[src/hw/rtl/spm_pkg.sv]
`default_nettype none

package spm_pkg;

    // Window cells hold the bytes before the arriving one.
    localparam int WIN_DEPTH = 16;
    localparam int PAT_COUNT = 12;
    localparam int PAT_SPAN  = WIN_DEPTH + 1;

    typedef logic [PAT_SPAN-1:0][7:0] pat_text_t;
    typedef logic [PAT_COUNT-1:0]     pat_vec_t;

    // Literals are right aligned and zero padded.
    // Byte [d] is the pattern byte d places before its last byte; zero means no byte there.
    localparam pat_text_t PAT_TEXT [PAT_COUNT] = '{
        pat_text_t'("/.ssh/"),
        pat_text_t'("/.gnupg/"),
        pat_text_t'("/.aws/"),
        pat_text_t'({"/.moz", "illa/"}),
        pat_text_t'({"/goo", "gle-chrome/"}),
        pat_text_t'("/Documents/"),
        pat_text_t'("/Downloads/"),
        pat_text_t'("/.password-store/"),
        pat_text_t'("/etc/passwd"),
        pat_text_t'("/etc/shadow"),
        pat_text_t'("/etc/sudoers"),
        pat_text_t'("/etc/ssh/")
    };

    typedef struct packed {
        logic shift;
        logic clear;
    } cell_ctrl_t;

endpackage

`default_nettype wire

[src/hw/rtl/spm_cell.sv]
`default_nettype none

// One window cell: holds a byte, passes it on, and checks it against
// every pattern at its fixed distance from the arriving byte.
module spm_cell #(
    parameter int POS = 1
) (
    input  wire logic                aclk,
    input  wire logic                aresetn,
    input  wire spm_pkg::cell_ctrl_t ctrl,
    input  wire logic [7:0]          byte_in,
    output logic [7:0]               byte_out,
    output spm_pkg::pat_vec_t        hit
);

    logic [7:0] byte_reg;

    always_ff @(posedge aclk) begin
        if (!aresetn || ctrl.clear) begin
            byte_reg <= 8'h00;
        end else if (ctrl.shift) begin
            byte_reg <= byte_in;
        end
    end

    assign byte_out = byte_reg;

    // A pattern shorter than this distance does not care about this cell.
    always_comb begin
        logic [7:0] pat_b;
        pat_b = 8'h00;
        for (int p = 0; p < spm_pkg::PAT_COUNT; p++) begin
            pat_b  = spm_pkg::PAT_TEXT[p][POS];
            hit[p] = (pat_b == 8'h00) || (pat_b == byte_reg);
        end
    end

endmodule

`default_nettype wire

[src/hw/rtl/sensitive_path_matcher.sv]
`default_nettype none

// Channel | ports                                  | role
// --------+----------------------------------------+-------------------------------
// input   | s_valid s_ready s_path_byte s_last_byte | one path byte per beat
// result  | m_valid m_ready m_sensitive            | one beat per path, on last byte
//
// Input beats can be taken back to back; the compare of the window cells and
// the arriving byte is a single level of constant compares and a 17-input AND.
// A result appears in the cycle after the last byte is taken.
// s_ready stays high while the result register is empty or being drained,
// so input beats stall only while a finished result waits unread.
// Reset (aresetn low, synchronous) empties the window, flags, count and result.
module sensitive_path_matcher #(
    parameter int MAX_PATH_BYTES = 256
) (
    input  wire logic       aclk,
    input  wire logic       aresetn,
    input  wire logic       s_valid,
    output logic            s_ready,
    input  wire logic [7:0] s_path_byte,
    input  wire logic       s_last_byte,
    output logic            m_valid,
    input  wire logic       m_ready,
    output logic            m_sensitive
);

    localparam int CNT_W = $clog2(MAX_PATH_BYTES);

    // scan state
    logic             found_reg, found_next;
    logic             ended_reg, ended_next;
    logic [CNT_W-1:0] count_reg, count_next;
    // result register
    logic             m_valid_reg, m_valid_next;
    logic             m_sens_reg, m_sens_next;

    logic                accept;
    logic                scan;
    logic                take_byte;
    logic                any_hit;
    spm_pkg::cell_ctrl_t cell_ctrl;

    logic [7:0]        win_byte [spm_pkg::WIN_DEPTH];
    spm_pkg::pat_vec_t cell_hit [spm_pkg::WIN_DEPTH];
    spm_pkg::pat_vec_t cur_hit;
    spm_pkg::pat_vec_t all_hit;

    assign s_ready = !m_valid_reg || m_ready;
    assign accept  = s_valid && s_ready;

    // Bytes past a NUL or past the length limit are dropped.
    assign scan      = !ended_reg && (count_reg < CNT_W'(MAX_PATH_BYTES - 1));
    assign take_byte = accept && scan && (s_path_byte != 8'h00);

    assign cell_ctrl.shift = take_byte;
    assign cell_ctrl.clear = accept && s_last_byte;

    // Window chain: cell 0 holds the byte just before the arriving one.
    for (genvar k = 0; k < spm_pkg::WIN_DEPTH; k++) begin : g_cell
        logic [7:0] feed;
        if (k == 0) begin : g_head
            assign feed = s_path_byte;
        end else begin : g_link
            assign feed = win_byte[k-1];
        end
        spm_cell #(
            .POS (k + 1)
        ) u_cell (
            .aclk     (aclk),
            .aresetn  (aresetn),
            .ctrl     (cell_ctrl),
            .byte_in  (feed),
            .byte_out (win_byte[k]),
            .hit      (cell_hit[k])
        );
    end

    // Last pattern byte is never zero, so the arriving byte always compares.
    always_comb begin
        for (int p = 0; p < spm_pkg::PAT_COUNT; p++) begin
            cur_hit[p] = (spm_pkg::PAT_TEXT[p][0] == s_path_byte);
        end
        all_hit = cur_hit;
        for (int k = 0; k < spm_pkg::WIN_DEPTH; k++) begin
            all_hit = all_hit & cell_hit[k];
        end
    end

    assign any_hit = |all_hit;

    always_comb begin
        found_next   = found_reg;
        ended_next   = ended_reg;
        count_next   = count_reg;
        m_valid_next = m_valid_reg;
        m_sens_next  = m_sens_reg;

        if (m_valid_reg && m_ready) begin
            m_valid_next = 1'b0;
        end

        if (accept && scan) begin
            if (s_path_byte == 8'h00) begin
                ended_next = 1'b1;
            end else begin
                found_next = found_reg || any_hit;
                count_next = count_reg + CNT_W'(1);
            end
        end

        // Last byte: publish and start the next path clean.
        if (accept && s_last_byte) begin
            m_valid_next = 1'b1;
            m_sens_next  = found_next;
            found_next   = 1'b0;
            ended_next   = 1'b0;
            count_next   = '0;
        end
    end

    always_ff @(posedge aclk) begin
        if (!aresetn) begin
            found_reg   <= 1'b0;
            ended_reg   <= 1'b0;
            count_reg   <= '0;
            m_valid_reg <= 1'b0;
        end else begin
            found_reg   <= found_next;
            ended_reg   <= ended_next;
            count_reg   <= count_next;
            m_valid_reg <= m_valid_next;
        end
    end

    always_ff @(posedge aclk) begin
        m_sens_reg <= m_sens_next;
    end

    assign m_valid     = m_valid_reg;
    assign m_sensitive = m_sens_reg;

endmodule

`default_nettype wire

[config.mk]
export PLATFORM = sky130hd
export DESIGN_NAME = sensitive_path_matcher
export DESIGN_NICKNAME = d
export VERILOG_FILES = /design/src/hw/rtl/spm_pkg.sv /design/src/hw/rtl/spm_cell.sv /design/src/hw/rtl/sensitive_path_matcher.sv
export SDC_FILE = /design/constraint.sdc
export NUM_CORES = 1
export LEC_CHECK = 0
export ABC_AREA = 0
export BUFFER_PORTS_ARGS = -buffer_cell sky130_fd_sc_hd__buf_4
export CORE_AREA = 2 2 123 125
export CTS_CLUSTER_DIAMETER = 100
export DETAILED_ROUTE_END_ITERATION = 10
export DIE_AREA = 0 0 125 127
export GPL_ROUTABILITY_DRIVEN = 1
export PLACE_DENSITY = 0.69
export REMOVE_ABC_BUFFERS = 1
export SETUP_SLACK_MARGIN = 0.4
export SLEW_MARGIN = 20
export SYNTH_ARGS = -nofsm -noshare
export SYNTH_HDL_FRONTEND = slang
export SYNTH_HIERARCHICAL = 1
export SYNTH_SLANG_ARGS = --single-unit
[constraint.sdc]
create_clock -name aclk -period 4.5 [get_ports aclk]
set_input_delay 0.225 -clock aclk [delete_from_list [all_inputs] [get_ports aclk]]
set_output_delay 0.225 -clock aclk [all_outputs]
set_load 0.02 [all_outputs]
# Word-level counts from Yosys, hierarchy flattened
# Index checks and enable logic that the tools add are counted.
[word_totals] wordCells=156 out_inout_bits=3 register_bits=140 input_bits=13
[op_classes] magnitude_cmp=1 n_reduce_logical=19 n_addsub=1 mux=4 n_eq_ne=92 n_bitwise=18
[ops] cell="7-bit by 8-bit == test with 1-bit output (first input constant)" count=75
[ops] cell="12-bit AND" count=16
[ops] cell="6-bit by 8-bit == test with 1-bit output (first input constant)" count=17
[ops] cell="12-bit OR reduction" count=1
[ops] cell="8-bit by 1-bit adder with 8-bit output (second input constant)" count=1
[ops] cell="8-bit logical NOT" count=1
[ops] cell="8-bit less-than comparator (second input constant)" count=1
[ops] cell="8-bit nonzero test" count=1
[ops] cell="1-bit logical AND" count=6
[ops] cell="1-bit 2-to-1 mux" count=4
[ops] cell="2-bit AND reduction" count=2
[ops] cell="1-bit logical NOT" count=3
[ops] cell="1-bit logical OR" count=3
[ops] cell="1-bit inverter" count=2
[ops] cell="2-bit nonzero test" count=1
[ops] cell="2-bit OR reduction" count=1

# Logic depth before layout (Yosys ltp)
# Gate-level depths: netlist (run 1).
[depth] ltp_word=21 depth_mapped=10 ltp_nobuf=8

# Hierarchy
# The synthesis (run 1) kept the hierarchy.
[modules_own_cells] mod="sensitive_path_matcher" n_inst=1 cells_per_inst=137 seq_area_each_um2=250.2 area_each_um2=1024.7
[modules_own_cells] mod="spm_cell (g_cell[10].u_cell ...)" n_inst=2 cells_per_inst=44 seq_area_each_um2=160.2 area_each_um2=421.7
[modules_own_cells] mod="spm_cell (g_cell[4].u_cell)" n_inst=1 cells_per_inst=50 seq_area_each_um2=160.2 area_each_um2=483.0
[modules_own_cells] mod="spm_cell (g_cell[7].u_cell)" n_inst=1 cells_per_inst=49 seq_area_each_um2=160.2 area_each_um2=461.7
[modules_own_cells] mod="spm_cell (g_cell[3].u_cell)" n_inst=1 cells_per_inst=53 seq_area_each_um2=160.2 area_each_um2=451.7
[modules_own_cells] mod="spm_cell (g_cell[1].u_cell)" n_inst=1 cells_per_inst=48 seq_area_each_um2=160.2 area_each_um2=446.7
[modules_own_cells] mod="spm_cell (g_cell[6].u_cell)" n_inst=1 cells_per_inst=47 seq_area_each_um2=160.2 area_each_um2=446.7
[modules_own_cells] mod="spm_cell (g_cell[0].u_cell)" n_inst=1 cells_per_inst=48 seq_area_each_um2=160.2 area_each_um2=432.9
[modules_own_cells] mod="spm_cell (g_cell[5].u_cell)" n_inst=1 cells_per_inst=50 seq_area_each_um2=160.2 area_each_um2=431.7
[modules_own_cells] mod="spm_cell (g_cell[2].u_cell)" n_inst=1 cells_per_inst=46 seq_area_each_um2=160.2 area_each_um2=426.7
[modules_own_cells] mod="spm_cell (g_cell[8].u_cell)" n_inst=1 cells_per_inst=47 seq_area_each_um2=160.2 area_each_um2=420.4
[modules_own_cells] mod="spm_cell (g_cell[13].u_cell)" n_inst=1 cells_per_inst=44 seq_area_each_um2=160.2 area_each_um2=409.1
[modules_own_cells] mod="spm_cell (g_cell[14].u_cell)" n_inst=1 cells_per_inst=42 seq_area_each_um2=160.2 area_each_um2=406.6
[modules_own_cells] mod="spm_cell (g_cell[11].u_cell)" n_inst=1 cells_per_inst=44 seq_area_each_um2=160.2 area_each_um2=405.4
[modules_own_cells] mod="2 more rows"

# Least setup slack after synthesis (run 1)
# OpenSTA, ideal clock, no wires.
[synth_timing] kind="register to register" start="register count_reg[0]" end="register g_cell[0].u_cell.byte_reg[0]" period_less_slack_ns=2.045 arrival_time_ns=1.921 setup_ns=0.124 required_ns=4.376 path_stages_with_launch=10 setup_slack_ns=2.455 path_buffers=2 cell_sequence="dfxtp_1 ha_1 nand3_2 o311ai_1 or3_1 buf_6 inv_2 buf_2 mux2i_1 nor2_1"
[synth_via] elab_chain_cells=4
[synth_rtl] item="start, declared" line_no="sensitive_path_matcher.sv:33" text="logic [CNT_W-1:0] count_reg, count_next;"
[synth_rtl] item="start signal, assigned" line_no="sensitive_path_matcher.sv:131" text="count_reg <= count_next;"
[synth_rtl] item="8-bit less-than comparator" line_no="sensitive_path_matcher.sv:53" text="assign scan = !ended_reg && (count_reg < CNT_W'(MAX_PATH_BYTES - 1));"
[synth_rtl] item="1-bit logical AND" line_no="sensitive_path_matcher.sv:53"
[synth_rtl] item="1-bit logical AND (2 in a row)" line_no="sensitive_path_matcher.sv:54" text="assign take_byte = accept && scan && (s_path_byte != 8'h00);"
[synth_rtl] item="net take_byte" line_no="sensitive_path_matcher.sv:40" text="logic take_byte;"
[synth_rtl] item="end signal, assigned" line_no="spm_cell.sv:22" text="byte_reg <= byte_in;"
[synth_rtl] item="end, declared" line_no="spm_cell.sv:16" text="logic [7:0] byte_reg;"
# The timed path passes the listed nets, and every way through them passes these cells.
# A chain may end at the register's enable or synchronous reset.

# Worst setup path in the final report (run 1)
[layout_timing] start="register count_reg[0]" end="register g_cell[5].u_cell.byte_reg[1]"
[layout_via] elab_chain_cells=4
[layout_rtl] item="8-bit less-than comparator" line_no="sensitive_path_matcher.sv:53"
[layout_rtl] item="1-bit logical AND" line_no="sensitive_path_matcher.sv:53"
[layout_rtl] item="1-bit logical AND (2 in a row)" line_no="sensitive_path_matcher.sv:54"
[layout_rtl] item="net take_byte" line_no="sensitive_path_matcher.sv:40"
[layout_rtl] item="end signal, assigned" line_no="spm_cell.sv:22"
[layout_rtl] item="end, declared" line_no="spm_cell.sv:16"
# The timed path passes the listed nets, and every way through them passes these cells.

==> results of run 1 <==
-- power groups by stage --
stage / sequential [uW] / clock (uW) / combinational, uW
6_report: 1260 / 1510 / 154
3_3_place_gp: 1290 / 0 / 152
4_1_cts: 1260 / 1530 / 153
2_1_floorplan: 1290 / 0 / 124
5_1_grt: 1260 / 1590 / 168
3_5_place_dp: 1290 / 0 / 152
-- worst max-delay path: stages (launching register included) --
cell	delay (ns)
dfxtp_1	0.33
ha_1	0.22
nand3_2	0.09
o311ai_1	0.12
or3_1	0.54
inv_6	0.64
buf_4	0.46
mux2i_1	0.26
nor2_1	0.06
-- cell usage after synthesis, types with 2 or more instances --
master and instances:
xnor2_1 4, or3_1 3, nand3_1 6, nor4_4 2, o21ai_0 2, clkbuf_2 2
nor4_2 8, nand2b_4 2, nand4_1 53, buf_1 10, or4b_1 2, conb_1 11
dfxtp_1 139, inv_2 2, mux2i_1 128, nor4_1 50, nor2_1 157, xor2_1 2
clkbuf_1 5, nand2b_1 34, nor4b_1 3, nor4b_2 8, nand2_1 36, inv_1 11
or4b_4 2, nand4b_1 15, a21oi_1 4, nand4b_4 2, buf_4 108, or4_1 4
nor3_1 19, buf_2 13, nand4bb_4 4, nand4bb_1 12, buf_6 3
-- worst paths after layout --
check / from / endpoint / slack (ns) / cells past startpoint
worst max register to register: count_reg[0] / g_cell[5].u_cell/byte_out[1] / 1.61 / 8
worst min-delay path: s_path_byte[0] / g_cell[0].u_cell/byte_out[0] / 0.06 / 3
worst max-delay path: count_reg[0] / g_cell[5].u_cell/byte_out[1] / 1.61 / 8
worst min register to register: ended_reg / ended_reg / 0.47 / 2
-- cell families (layout without fill, tap and decap cells) --
family / after synthesis / count (layout)
compound gates: 11 / 11
xor+xnor: 6 / 6
fa+ha+maj: 1 / 1
buf+inv: 154 / 63
flops: 140 / 140
mux: 128 / 128
other cells: 11 / 77
simple gates: 427 / 427
-- area by class of cell --
| type | count | area (sq um) |
|---|---|---|
| multi-input cells | 650 | 4300 |
| fillers | 1309 | 6260 |
| clock inverters | 15 | 209 |
| inverters | 13 | 53.8 |
| repair buffers | 18 | 135 |
| well taps | 184 | 230 |
| clock buffers | 17 | 425 |
| flip-flops and latches | 140 | 2810 |
-- routing by layer --
metal	up-vias	share of wire
met5	-	0
met4	0	0.012
met3	14	0.046
met2	135	0.44
met1	2700	0.50
li1	2884	-
-- metrics by stage --
step,cell area (sq um),setup slack [ns],instances,hold slack [ns],power (uW)
floorplan,7160,0.563,803,0.373,1410
global route,8160,1.41,1037,0.0693,3030
finish,8160,1.61,1037,0.0646,2920
global placement,7530,1.68,1005,0.453,1440
CTS,8160,1.61,1037,0.0474,2950
detailed placement,7530,1.62,1005,0.460,1440
==> results.json, run 1 <==
{
  "crit_path_start_kind": "register",
  "post-route-period-util": 0.643,
  "fin_skew_ns": 0.0153,
  "vias_per_cell": 5.53,
  "grt_antenna_before_repair": 0,
  "syn_to_final_growth_pct": 3.51,
  "synth_top_family_by_area": "simple AND/OR/NAND/NOR gates",
  "utilization": 0.566,
  "crit_required_ns": 4.80,
  "timing.slew.headroom": 0.458,
  "gp_congestion": 0.850,
  "clk_pin_slew_ns": 0.06,
  "die-width_microns": 125,
  "final_layout_size_suffix_gt1_frac": 0.0985,
  "setup.worst_path.class": "reg -> reg",
  "nNetsFinal": 854,
  "synth_compound_area_frac": 0.00888,
  "placementRows": 44,
  "hold_class": "in -> reg",
  "rsz0062_at_grt": "no",
  "switching_power_uw": 679,
  "grt_util_all_layers": 0.212,
  "synth_area_per_cell_sq_um": 8.98,
  "ir_worst_vdd_mv": 0.276,
  "clock_latency_ns": 0.43,
  "final_common_cell": "nor2_1",
  "cp-end-kind": "register",
  "drt_drc_violations_left": 0,
  "synth_fa_ha_area_frac": 0.00159,
  "drt_iter0_drc": 501,
  "synth_top_area_share": 0.353,
  "synthCells": 878,
  "synthArstFlopShare": 0,
  "hpwl_mm": 11.5,
  "fmax_mhz": 346,
  "firstDrtPassIters": 6,
  "setup_tns_ns": 0,
  "busiest_layer": "met2",
  "cp.arrival_ns": 3.20,
  "finalMaxSlewViolations": 0,
  "p_sw_frac": 0.232,
  "finalHoldViolCount": 0,
  "yosysWarnings": 6,
  "ctsResizeCount": 0,
  "synth_mux_area_frac": 0.162,
  "post_cts_buffers": 0,
  "synth_area_sq_um": 7890,
  "power_frac_seq": 0.432,
  "synthXorXnorAreaFrac": 0.00666,
  "postCtsHoldBufs": 0,
  "largest_register_ffs": 128,
  "power.density_nw_per_um2": 358,
  "synth_edf_count": 1,
  "cts.sinks": 140,
  "cap_violations": 0,
  "numCtsBuffers": 17,
  "cts_tree": "done",
  "grt_pass1_vias": 5158,
  "synth.area.top_cells": "dfxtp_1, mux2i_1, buf_4",
  "globalRouteMet3Util": 0.0465,
  "seq_area_frac_synth": 0.357,
  "core_area_sq_um": 14400,
  "antenna_cells": 0,
  "synth-simple-area-share": 0.329,
  "period_needed_ns": 2.89,
  "total_leakage_power_uw": 0.00304,
  "routed_wirelength_mm": 16.3,
  "grt_pass1_wl_mm": 27.0,
  "ant_nets": 0,
  "yosys.cell_types.count": 47,
  "gr-total-overflow": 0,
  "p_comb_frac": 0.053,
  "status": "finished clean",
  "io_buffers": 15,
  "setup_viol": 0,
  "ios": 16,
  "dr_total_vias": 5733,
  "worstPathMaxFanout": 69,
  "die_height_microns": 127,
  "dieArea_sq_um": 15900,
  "power_frac_clock": 0.515,
  "synth_area_leader_cell": "dfxtp_1",
  "worstMarginPinSlew_ns": 0.806,
  "h-tree-depth": 4,
  "post_drt_wl_per_cell_microns": 15.7,
  "initial_utilization": 0.547,
  "power.internal_uw": 2240,
  "ys.flop_type": "dfxtp_1",
  "synth_seq_cells": 140,
  "grt_max_degree": 70,
  "clock-root-buffer": "clkbuf_16",
  "cts_buffer_depth": 2,
  "grt_use_met2": 0.318,
  "layout_common_cells": "nor2_1, dfxtp_1, mux2i_1, conb_1, nand4_1",
  "grtUsageMet1": 0.304
}
Note: power is estimated with default switching activity, not from simulation.
==> run 2: changes to the inputs <==
- clock period: 4.5 -> 2.7 ns (I/O delays scaled with it)
==> results.json, run 2 (same netlist as run 1, synthesis figures left out) <==
{
  "status": "finished clean",
  "grt_antenna_before_repair": 0,
  "holdPathStages": 3,
  "gp_congestion": 0.872,
  "cap_violations": 0,
  "power_frac_seq": 0.432,
  "power_frac_clock": 0.508,
  "reg2reg_depth": 8,
  "syn_to_final_growth_pct": 7.82,
  "grt_util_all_layers": 0.221,
  "cp.arrival_ns": 2.38,
  "drt_iter0_drc": 410,
  "routed_wirelength_mm": 17.0,
  "p_comb_frac": 0.060,
  "final_common_cell": "nor2_1",
  "io_buffers": 15,
  "dieArea_sq_um": 15900,
  "final_layout_size_suffix_gt1_frac": 0.135,
  "crit_path_start_kind": "input pin",
  "vias_per_cell": 5.52,
  "critical_path.max_stage_delay_ns": 0.59,
  "post_drt_wl_per_cell_microns": 16.1,
  "gr-total-overflow": 0,
  "timing.slew.headroom": 0.566,
  "clk_pin_slew_ns": 0.06,
  "cts_tree": "done",
  "seq_area_sq_um": 2820,
  "cts.sinks": 140,
  "drt_drc_violations_left": 0,
  "worstMarginPinSlew_ns": 0.650,
  "nNetsFinal": 873,
  "period_needed_ns": 2.20,
  "cp-end-kind": "register",
  "p_sw_frac": 0.231,
  "hold_class": "in -> reg",
  "crit_slowest_cell": "or4_1",
  "clock_latency_ns": 0.43,
  "die-width_microns": 125,
  "clock-root-buffer": "clkbuf_16",
  "setup_tns_ns": 0,
  "grt_max_degree": 21,
  "crit_required_ns": 2.88,
  "total_leakage_power_uw": 0.00318,
  "ant_nets": 0,
  "finalMaxSlewViolations": 0,
  "h-tree-depth": 4,
  "setup.worst_path.class": "in -> reg",
  "layout_common_cells": "nor2_1, dfxtp_1, mux2i_1, conb_1, nand4_1",
  "antenna_cells": 0,
  "post-route-period-util": 0.815,
  "utilization": 0.590,
  "finalHoldViolCount": 0,
  "power.internal_uw": 3750,
  "die_height_microns": 127,
  "ios": 16,
  "dr_total_vias": 5828,
  "core_area_sq_um": 14400,
  "switching_power_uw": 1130,
  "power.density_nw_per_um2": 574,
  "placementRows": 44,
  "numCtsBuffers": 17,
  "grt_pass1_wl_mm": 28.1,
  "rsz0062_at_grt": "no",
  "fill_cells": 1262,
  "multi_input_area_sq_um": 4420,
  "worstPathMaxFanout": 20,
  "grt_pass1_vias": 5425,
  "fmax_mhz": 455,
  "setup_viol": 0,
  "initial_utilization": 0.547,
  "cts_buffer_depth": 2,
  "ir_worst_vdd_mv": 0.465,
  "fin_skew_ns": 0.00737,
  "largest_register_ffs": 128,
  "firstDrtPassIters": 4,
  "hpwl_mm": 11.9,
  "path_cells": "dlygate4sd3_1 -> buf_4 -> or4_1 -> nor2_1 -> or3_4 -> inv_6 -> a31oi_1 -> nand2_1"
}
## run 2: changes by cell type in the layout (fill, tap and decap cells not counted), moves of 2 or more
cell,previous run,this run
dlygate4sd3_1,0,7
clkinv_2,1,3
inv_6,6,3
dfxtp_2,0,6
nor4_2,8,17
dfxtp_1,139,133
nor3_1,19,17
nor4_1,50,40
buf_4,18,25
buf_12,0,4
## run 2: cell type report
type	instances	area share
multi-input cells	650	0.520
flip-flops and latches	140	0.332
clock buffers	18	0.0505
repair buffers	36	0.0397
well taps	184	0.0271
clock inverters	14	0.0225
inverters	13	0.00765
repair inverters	1	0.00103
## run 2: worst paths after layout
check                                 end  slack (ns)                          from
max                           m_sensitive        0.50                s_path_byte[0]
min          g_cell[0].u_cell/byte_out[3]        0.02                s_path_byte[3]
max reg2reg                     found_reg        0.53  g_cell[0].u_cell/byte_out[5]
min reg2reg                  count_reg[1]        0.48                  count_reg[1]
## run 2: routing by layer
metal  global-route usage  part of all wire  vias up
met4               0.0856             0.018        0
met3               0.0540             0.042       27
met1                0.309              0.50     2784
met5                    0                 0        -
met2                0.332              0.44       99
li1                     -                 -     2918
## run 2: power groups by stage
stage          registers (uW)  clock network [uW]  logic (uW)
4_1_cts                  2100                2510         291
3_3_place_gp             2150                   0         271
3_5_place_dp             2150                   0         272
2_1_floorplan            2140                   0         206
5_1_grt                  2110                2620         318
6_report                 2110                2480         294
## run 2: worst max-delay path, delay by kind of cell
family | cells | cell delay (ns)
simple gates | 4 | 1.15
buf+inv | 3 | 0.84
compound gates | 1 | 0.25
## run 2: timing repair
action,CTS,global route
hold endpoints to repair,7,0
resized for setup,4,26
setup buffers,0,2
setup endpoints to repair,106,3
gates cloned,1,0
hold buffers,7,0
pin swaps,0,8
## run 2: per-stage QoR
stage | setup slack, ns | total power (uW) | std cells | cell area, sq um | hold WS (ns)
3_3_place_gp | 0.359 | 2420 | 1014 | 7650 | 0.395
2_1_floorplan | -1.24 | 2350 | 803 | 7160 | 0.283
3_5_place_dp | 0.316 | 2420 | 1014 | 7650 | 0.406
5_1_grt | 0.396 | 5040 | 1056 | 8500 | 0.0299
6_report | 0.500 | 4880 | 1056 | 8500 | 0.0179
4_1_cts | 0.415 | 4910 | 1054 | 8370 | 0.00631
